<file path="config.mk">
export PLATFORM = sky130hd
export DESIGN_NAME = round_robin_burst_scheduler
export DESIGN_NICKNAME = d
export VERILOG_FILES = /design/src/rtl/rrbs_pkg.sv /design/src/rtl/round_robin_burst_scheduler.sv /design/src/rtl/rrbs_cell.sv
export SDC_FILE = /design/constraint.sdc
export NUM_CORES = 1
export LEC_CHECK = 0
export BUFFER_PORTS_ARGS = -buffer_cell sky130_fd_sc_hd__buf_2
export CORE_ASPECT_RATIO = 1.2
export CORE_MARGIN = 4
export CORE_UTILIZATION = 45
export DETAILED_ROUTE_END_ITERATION = 10
export SLEW_MARGIN = 20
export SYNTH_ARGS = -nofsm -noshare
export SYNTH_HDL_FRONTEND = slang
export SYNTH_SLANG_ARGS = --single-unit
</file>
<file path="constraint.sdc">
create_clock -name clk -period 10.1 [get_ports clk]
set_input_delay 1.515 -clock clk [delete_from_list [all_inputs] [get_ports clk]]
set_output_delay 1.515 -clock clk [all_outputs]
set_load 0.01 [all_outputs]
</file>
<file path="src/rtl/rrbs_pkg.sv">
// Shared types and defaults for the round-robin burst scheduler.
package rrbs_pkg;

  localparam int DEPTH_DEF      = 16;
  localparam int ID_BITS_DEF    = 16;
  localparam int COUNT_BITS_DEF = 16;
  localparam int STATUS_W       = 3;

  typedef enum logic {
    OP_ENQUEUE = 1'b0,
    OP_TICK    = 1'b1
  } op_t;

  typedef enum logic [STATUS_W-1:0] {
    ST_ENQUEUED = 3'd0,
    ST_RAN      = 3'd1,
    ST_FINISHED = 3'd2,
    ST_EMPTY    = 3'd3,
    ST_FULL     = 3'd4,
    ST_ZERO     = 3'd5
  } status_t;

  // Per-cell control: shift takes the upper neighbor, load takes the load bus.
  typedef struct packed {
    logic shift;
    logic load;
  } cell_ctrl_t;

endpackage

</file>
<file path="src/rtl/round_robin_burst_scheduler.sv">
// Round-robin burst scheduler: top level with the job chain and result register.
//
// Jobs sit in a chain of DEPTH cells, oldest in cell 0. An enqueue transaction
// (in_tuser = 0) loads the job into the first free cell; a tick transaction
// (in_tuser = 1) runs the job in cell 0, shifts every cell down by one and,
// unless the job has no bursts left, loads it back into the last occupied
// cell. Each input transaction yields exactly one result transaction in the next
// cycle; one transaction is taken per cycle, and the single output register
// is the only limit: input is held off only while a result waits on a low
// out_tready. Rejected items (empty tick, full ring, zero bursts) leave the
// chain untouched. The chain needs no clearing after reset: only occupied
// cells are ever read.
module round_robin_burst_scheduler import rrbs_pkg::*; #(
  parameter int DEPTH      = DEPTH_DEF,
  parameter int ID_BITS    = ID_BITS_DEF,
  parameter int COUNT_BITS = COUNT_BITS_DEF,
  localparam int OCC_W       = $clog2(DEPTH + 1),
  localparam int IDX_W       = $clog2(DEPTH),
  localparam int IN_TDATA_W  = ((ID_BITS + COUNT_BITS + 7) / 8) * 8,
  localparam int OUT_TDATA_W = ((ID_BITS + COUNT_BITS + OCC_W + 7) / 8) * 8
) (
  input  logic                   clk,
  input  logic                   rst_n,
  input  logic                   in_tvalid,
  output logic                   in_tready,
  input  logic [IN_TDATA_W-1:0]  in_tdata,   // job_id, burst_count, zero pad
  input  logic                   in_tuser,   // op
  output logic                   out_tvalid,
  input  logic                   out_tready,
  output logic [OUT_TDATA_W-1:0] out_tdata,  // run_id, bursts_left, occupancy, zero pad
  output logic [STATUS_W-1:0]    out_tuser   // status
);

  // Chain contents.
  logic [ID_BITS-1:0]    cell_id  [DEPTH];
  logic [COUNT_BITS-1:0] cell_cnt [DEPTH];
  cell_ctrl_t            cell_ctrl [DEPTH];

  // Control state.
  logic [OCC_W-1:0] job_cnt_r, job_cnt_nxt;
  logic             out_valid_r, out_valid_nxt;

  // Result register (payload, no reset).
  status_t               out_status_r, out_status_nxt;
  logic [ID_BITS-1:0]    out_id_r,     out_id_nxt;
  logic [COUNT_BITS-1:0] out_left_r,   out_left_nxt;
  logic [OCC_W-1:0]      out_occ_r,    out_occ_nxt;

  logic                  accept;
  logic [ID_BITS-1:0]    in_id;
  logic [COUNT_BITS-1:0] in_cnt;
  logic [COUNT_BITS-1:0] head_left;
  logic                  chain_shift;
  logic                  chain_load;
  logic [OCC_W-1:0]      load_pos;
  logic [IDX_W-1:0]      load_idx;
  logic [ID_BITS-1:0]    load_id;
  logic [COUNT_BITS-1:0] load_cnt;

  assign in_id  = in_tdata[ID_BITS-1:0];
  assign in_cnt = in_tdata[ID_BITS +: COUNT_BITS];

  // Take a new transaction whenever the result slot is free or draining.
  assign in_tready = !out_valid_r || out_tready;
  assign accept    = in_tvalid && in_tready;

  assign head_left = cell_cnt[0] - COUNT_BITS'(1);
  assign load_idx  = load_pos[IDX_W-1:0];

  always_comb begin
    job_cnt_nxt    = job_cnt_r;
    out_status_nxt = out_status_r;
    out_id_nxt     = out_id_r;
    out_left_nxt   = out_left_r;
    out_occ_nxt    = out_occ_r;
    chain_shift    = 1'b0;
    chain_load     = 1'b0;
    load_pos       = job_cnt_r;
    load_id        = in_id;
    load_cnt       = in_cnt;

    if (accept) begin
      out_id_nxt   = '0;
      out_left_nxt = '0;
      unique case (op_t'(in_tuser))
        OP_ENQUEUE: begin
          if (job_cnt_r == OCC_W'(DEPTH)) begin
            out_status_nxt = ST_FULL;
          end else if (in_cnt == '0) begin
            out_status_nxt = ST_ZERO;
          end else begin
            // Append at the first free cell.
            chain_load     = 1'b1;
            job_cnt_nxt    = job_cnt_r + OCC_W'(1);
            out_status_nxt = ST_ENQUEUED;
            out_id_nxt     = in_id;
            out_left_nxt   = in_cnt;
          end
        end
        OP_TICK: begin
          if (job_cnt_r == '0) begin
            out_status_nxt = ST_EMPTY;
          end else begin
            // Pop the head; put it back at the tail if bursts remain.
            chain_shift = 1'b1;
            out_id_nxt  = cell_id[0];
            if (head_left == '0) begin
              job_cnt_nxt    = job_cnt_r - OCC_W'(1);
              out_status_nxt = ST_FINISHED;
            end else begin
              chain_load     = 1'b1;
              load_pos       = job_cnt_r - OCC_W'(1);
              load_id        = cell_id[0];
              load_cnt       = head_left;
              out_status_nxt = ST_RAN;
              out_left_nxt   = head_left;
            end
          end
        end
        default: begin
          out_status_nxt = ST_EMPTY;
        end
      endcase
      out_occ_nxt = job_cnt_nxt;
    end
  end

  always_comb begin
    out_valid_nxt = out_valid_r;
    if (accept) begin
      out_valid_nxt = 1'b1;
    end else if (out_tready) begin
      out_valid_nxt = 1'b0;
    end
  end

  // Cell chain: each cell takes its upper neighbor on a shift.
  for (genvar i = 0; i < DEPTH; i++) begin : g_cell
    logic [ID_BITS-1:0]    nbr_id;
    logic [COUNT_BITS-1:0] nbr_cnt;

    if (i == DEPTH - 1) begin : g_top
      assign nbr_id  = '0;
      assign nbr_cnt = '0;
    end else begin : g_mid
      assign nbr_id  = cell_id[i+1];
      assign nbr_cnt = cell_cnt[i+1];
    end

    assign cell_ctrl[i].shift = chain_shift;
    assign cell_ctrl[i].load  = chain_load && (load_idx == IDX_W'(i));

    rrbs_cell #(
      .ID_BITS   (ID_BITS),
      .COUNT_BITS(COUNT_BITS)
    ) u_cell (
      .clk     (clk),
      .ctrl    (cell_ctrl[i]),
      .load_id (load_id),
      .load_cnt(load_cnt),
      .nbr_id  (nbr_id),
      .nbr_cnt (nbr_cnt),
      .id      (cell_id[i]),
      .cnt     (cell_cnt[i])
    );
  end

  always_ff @(posedge clk) begin
    if (!rst_n) begin
      job_cnt_r   <= '0;
      out_valid_r <= 1'b0;
    end else begin
      job_cnt_r   <= job_cnt_nxt;
      out_valid_r <= out_valid_nxt;
    end
    out_status_r <= out_status_nxt;
    out_id_r     <= out_id_nxt;
    out_left_r   <= out_left_nxt;
    out_occ_r    <= out_occ_nxt;
  end

  assign out_tvalid = out_valid_r;
  assign out_tuser  = out_status_r;
  assign out_tdata  = OUT_TDATA_W'({out_occ_r, out_left_r, out_id_r});

endmodule

</file>
<file path="src/rtl/rrbs_cell.sv">
// One job slot of the scheduler chain: holds an id and a burst count.
module rrbs_cell import rrbs_pkg::*; #(
  parameter int ID_BITS    = ID_BITS_DEF,
  parameter int COUNT_BITS = COUNT_BITS_DEF
) (
  input  logic                  clk,
  input  cell_ctrl_t            ctrl,
  input  logic [ID_BITS-1:0]    load_id,
  input  logic [COUNT_BITS-1:0] load_cnt,
  input  logic [ID_BITS-1:0]    nbr_id,
  input  logic [COUNT_BITS-1:0] nbr_cnt,
  output logic [ID_BITS-1:0]    id,
  output logic [COUNT_BITS-1:0] cnt
);

  logic [ID_BITS-1:0]    id_r,  id_nxt;
  logic [COUNT_BITS-1:0] cnt_r, cnt_nxt;

  // Load wins over shift: the rotated head lands in the slot that shifts.
  always_comb begin
    id_nxt  = id_r;
    cnt_nxt = cnt_r;
    if (ctrl.load) begin
      id_nxt  = load_id;
      cnt_nxt = load_cnt;
    end else if (ctrl.shift) begin
      id_nxt  = nbr_id;
      cnt_nxt = nbr_cnt;
    end
  end

  always_ff @(posedge clk) begin
    id_r  <= id_nxt;
    cnt_r <= cnt_nxt;
  end

  assign id  = id_r;
  assign cnt = cnt_r;

endmodule

</file>
==> metrics.json <==
{
  "drt": {
    "wl_mm": 42.3,
    "detailedRoute.firstPassIterationCount": 5,
    "drtAntennaViolNets": 0,
    "detailroute.via_count": 12200,
    "detail_route.wl_per_cell_um": 18.3,
    "drt_first_iter_violations": 713,
    "post_drt_via_cell_ratio": 5.27,
    "drt_drc_violations_left": 0
  },
  "critical_path": {
    "crit_arrival_ps": 6000,
    "cp_cell_sequence": "inv_1, ha_1, or4b_1, nor4_1, xnor2_1, nand4b_2, o21a_4, o22ai_1, and3_2, or2_1, buf_4",
    "max_stage_delay_ps": 970,
    "critical_path.max_fanout": 49,
    "worstSetupEndpointType": "register",
    "family_of_cells_with_the_greatest_summed_delay_on_the_critical_path": "simple AND/OR/NAND/NOR gates",
    "worst-setup-path-type": "reg2reg",
    "worst_ep_required_time_ps": 10400,
    "critical_path.n_buffers_inverters": 2,
    "crit_path_top_delay_cell": "sky130_fd_sc_hd__and3_2",
    "worstSetupStartpointType": "register"
  },
  "yosys": {
    "synth_top_area_frac": 0.628,
    "yosys_warnings": 0,
    "number_of_enable_type_register_cells_in_the_synthesized_netlist": 552,
    "synth.avg_cell_area_um2": 17.7,
    "netlist.top_cell.by_area": "sky130_fd_sc_hd__edfxtp_1",
    "count_of_unique_library_cells_instantiated_by_yosys": 62,
    "synth_seq_area_share": 0.632,
    "async_reset_ff_frac": 0,
    "synth_ff_type": "sky130_fd_sc_hd__edfxtp_1",
    "synthTopCellsByArea": "sky130_fd_sc_hd__edfxtp_1 (63%), sky130_fd_sc_hd__mux2_4 (18%), sky130_fd_sc_hd__mux2_2 (6.7%)",
    "synthCells": 1490,
    "flip_flop_and_latch_count_after_synthesis": 558,
    "post_synth_instance_area_um2": 26400
  },
  "power": {
    "clockPowerShare": 0.376,
    "net-switching-power_mw": 1.13,
    "seq_power_share": 0.539,
    "p_int_mw": 3.94,
    "p_sw_frac": 0.223,
    "power_density_over_the_cells_nw_per_um2": 177,
    "leakagePower_nw": 9.92,
    "comb_power_share": 0.085,
    "vdd_ir_drop_max_v": 0.000136
  },
  "placement": {
    "place_congestion": 0.842,
    "place_hpwl_mm": 29.6,
    "placedInstanceArea_um2": 27000,
    "dp.cells": 2210,
    "port_buffers": 78
  },
  "global_route": {
    "grt_max_degree": 50,
    "overflow": 0,
    "grt_util_all_layers": 0.134,
    "grt_antenna_before_repair": 0,
    "grt_pass1_vias": 12800,
    "global_route_wire_length_before_repair_mm": 68.7
  },
  "clocking": {
    "h_tree_depth_reported_by_cts": 2,
    "cts-root-to-sink-buffers": 3,
    "tritoncts": "yes",
    "clockRootBuffer": "sky130_fd_sc_hd__clkbuf_16",
    "post_cts_resize_count": 0,
    "cts_buffers": 58,
    "cts_post_setup_buffers_inserted": 0,
    "clk_pin_slew_ps": 60,
    "clkLatencyLatePin_ps": 610,
    "cts_hold_repair.buffers": 0,
    "clock-sinks": 558
  },
  "cells_and_area": {
    "layout.cell_area.non_filler_um2": 28600,
    "num_antenna_cells": 0,
    "final_cells": 2310,
    "fraction_of_layout_cells_with_a_size_suffix_above_1": 0.440,
    "layout-area-overhead-vs-synth_pct": 8.39,
    "final_nets": 1569
  },
  "floorplanning": {
    "die_h_um": 273,
    "die_area_um2": 62700,
    "floorplan.io_pins": 82,
    "initial_core_util": 0.453,
    "die_x_um": 229,
    "placementRows": 97,
    "coreArea_um2": 58300
  },
  "sta": {
    "fin_skew_ps": 19.8,
    "grt_setup_unrepaired": "no",
    "worst-slew-pin-transition_ps": 1020,
    "timing_hold_violations_final": 0,
    "drv_slew": 0,
    "fmaxAchievable_mhz": 176,
    "totalNegativeSetupSlack_ps": 0,
    "timing.final.crit_share": 0.564,
    "max-slew-margin-rel": 0.318,
    "final_period_minus_worst_setup_slack_ps": 5700,
    "setup_violations": 0
  },
  "min_path": {
    "worstHoldPathType": "reg2reg"
  },
  "outcome": {
    "run_status": "completed"
  },
  "flow_run": {
    "max-cap-violations": 0
  }
}
==> cell usage after synthesis, types with 2 or more instances <==
master and number:
sky130_fd_sc_hd__mux2_4 320, sky130_fd_sc_hd__o21ai_1 2, sky130_fd_sc_hd__and3_1 19, sky130_fd_sc_hd__a31oi_1 4, sky130_fd_sc_hd__dfxtp_1 6, sky130_fd_sc_hd__buf_6 56
sky130_fd_sc_hd__a211o_1 2, sky130_fd_sc_hd__nor2_1 31, sky130_fd_sc_hd__a22o_1 19, sky130_fd_sc_hd__a21oi_1 14, sky130_fd_sc_hd__ha_1 4, sky130_fd_sc_hd__a21o_1 2
sky130_fd_sc_hd__nor4_1 10, sky130_fd_sc_hd__or2_2 12, sky130_fd_sc_hd__a211oi_1 2, sky130_fd_sc_hd__nor3_1 4, sky130_fd_sc_hd__mux2_1 21, sky130_fd_sc_hd__inv_1 14
sky130_fd_sc_hd__clkbuf_1 28, sky130_fd_sc_hd__buf_2 17, sky130_fd_sc_hd__and4_1 2, sky130_fd_sc_hd__xnor2_1 11, sky130_fd_sc_hd__nor2b_1 32, sky130_fd_sc_hd__a21oi_2 10
sky130_fd_sc_hd__o211ai_1 3, sky130_fd_sc_hd__mux2_2 157, sky130_fd_sc_hd__mux2i_1 3, sky130_fd_sc_hd__nand2_1 37, sky130_fd_sc_hd__nand2b_1 4, sky130_fd_sc_hd__clkbuf_2 5
sky130_fd_sc_hd__edfxtp_1 552, sky130_fd_sc_hd__or3_1 10, sky130_fd_sc_hd__o21ai_0 17, sky130_fd_sc_hd__and2_1 5, sky130_fd_sc_hd__nand3_1 5, sky130_fd_sc_hd__nand4_1 4
sky130_fd_sc_hd__buf_4 10, sky130_fd_sc_hd__or2_1 9, sky130_fd_sc_hd__o22ai_1 4
==> layout make-up <==
class	count	area (µm²)
clock buffers	73	1530
flip-flops and latches	558	16700
well taps	742	928
inverters	14	52.6
multi-input cells	803	8780
clock inverters	27	140
repair buffers	93	503
fillers	4825	29600
==> cell families after synthesis <==
logic type,count (synthesis),synth area share
XOR/XNOR,11,0.00365
AND/OR/NAND/NOR,192,0.0397
other,1,0.000142
adder cells (fa/ha/maj),4,0.00189
multiplexers,501,0.259
AO/OA/AOI/OAI,92,0.0267
flip-flops,558,0.632
buffers and inverters,131,0.0370
==> power groups by stage <==
stage | Combinational (mW) | Sequential, mW | Clock, mW
floorplan | 0.323 | 2.78 | 0
global placement | 0.424 | 2.78 | 0
detailed placement | 0.436 | 2.78 | 0
CTS | 0.437 | 2.73 | 1.97
global route | 0.469 | 2.74 | 2.07
finish | 0.430 | 2.73 | 1.91
==> sequential cells by signal, indices dropped and copies added, names as in the netlist <==
register           count
job_cnt_r              5
out_occ_r              5
out_tvalid             1
out_left_r            16
g_cell.u_cell.id     256
g_cell.u_cell.cnt    256
out_tuser              3
out_id_r              16
==> final timing paths <==
check	start	endpoint	slack (ps)	cells past startpoint
min reg2reg	out_tvalid	out_tvalid	520	2
min	out_tvalid	out_tvalid	520	2
max	g_cell[0].u_cell.cnt[0]	g_cell[2].u_cell.id[3]	4400	11
max reg2reg	g_cell[0].u_cell.cnt[0]	g_cell[2].u_cell.id[3]	4400	11
==> per-stage QoR <==
stage | hold slack, ps | power (mW) | utilization | setup slack, ps
3_5_place_dp | 512 | 3.22 | 0.463 | 3710
4_1_cts | 521 | 5.14 | 0.491 | 4170
6_report | 523 | 5.07 | 0.491 | 4400
3_3_place_gp | 507 | 3.20 | 0.463 | 3860
2_1_floorplan | 501 | 3.10 | - | 4950
5_1_grt | 541 | 5.29 | 0.491 | 4040
==> layer usage <==
| layer | wire, µm | vias to the layer above | global-route usage |
|---|---|---|---|
| met4 | 1070 | 0 | 0.0410 |
| met2 | 21500 | 242 | 0.241 |
| li1 | - | 5782 | - |
| met3 | 1770 | 82 | 0.0273 |
| met1 | 18000 | 6078 | 0.162 |
| met5 | 0 | - | 0 |
==> cells in the final DEF (no fill, tap or decap), drive strengths merged, types with 6 or more instances in the layout <==
master / count
edfxtp: 552
mux2: 498
buf: 93
clkbuf: 73
nand2: 37
nor2b: 32
nor2: 32
a21oi: 24
clkinv: 22
or2: 21
o21ai: 20
a22o: 19
and3: 19
inv: 16
xnor2: 11
nor4: 10
or3: 10
dfxtp: 6
==> worst register-to-register path, cell delays in order, from the launching register on <==
cell and delay, ps:
sky130_fd_sc_hd__edfxtp_1 480, sky130_fd_sc_hd__inv_1 120, sky130_fd_sc_hd__ha_1 200, sky130_fd_sc_hd__or4b_1 680
sky130_fd_sc_hd__nor4_1 390, sky130_fd_sc_hd__xnor2_1 260, sky130_fd_sc_hd__nand4b_2 300, sky130_fd_sc_hd__o21a_4 510
sky130_fd_sc_hd__o22ai_1 500, sky130_fd_sc_hd__and3_2 970, sky130_fd_sc_hd__or2_1 610, sky130_fd_sc_hd__buf_4 360
Power figures use the tool's default switching activity.
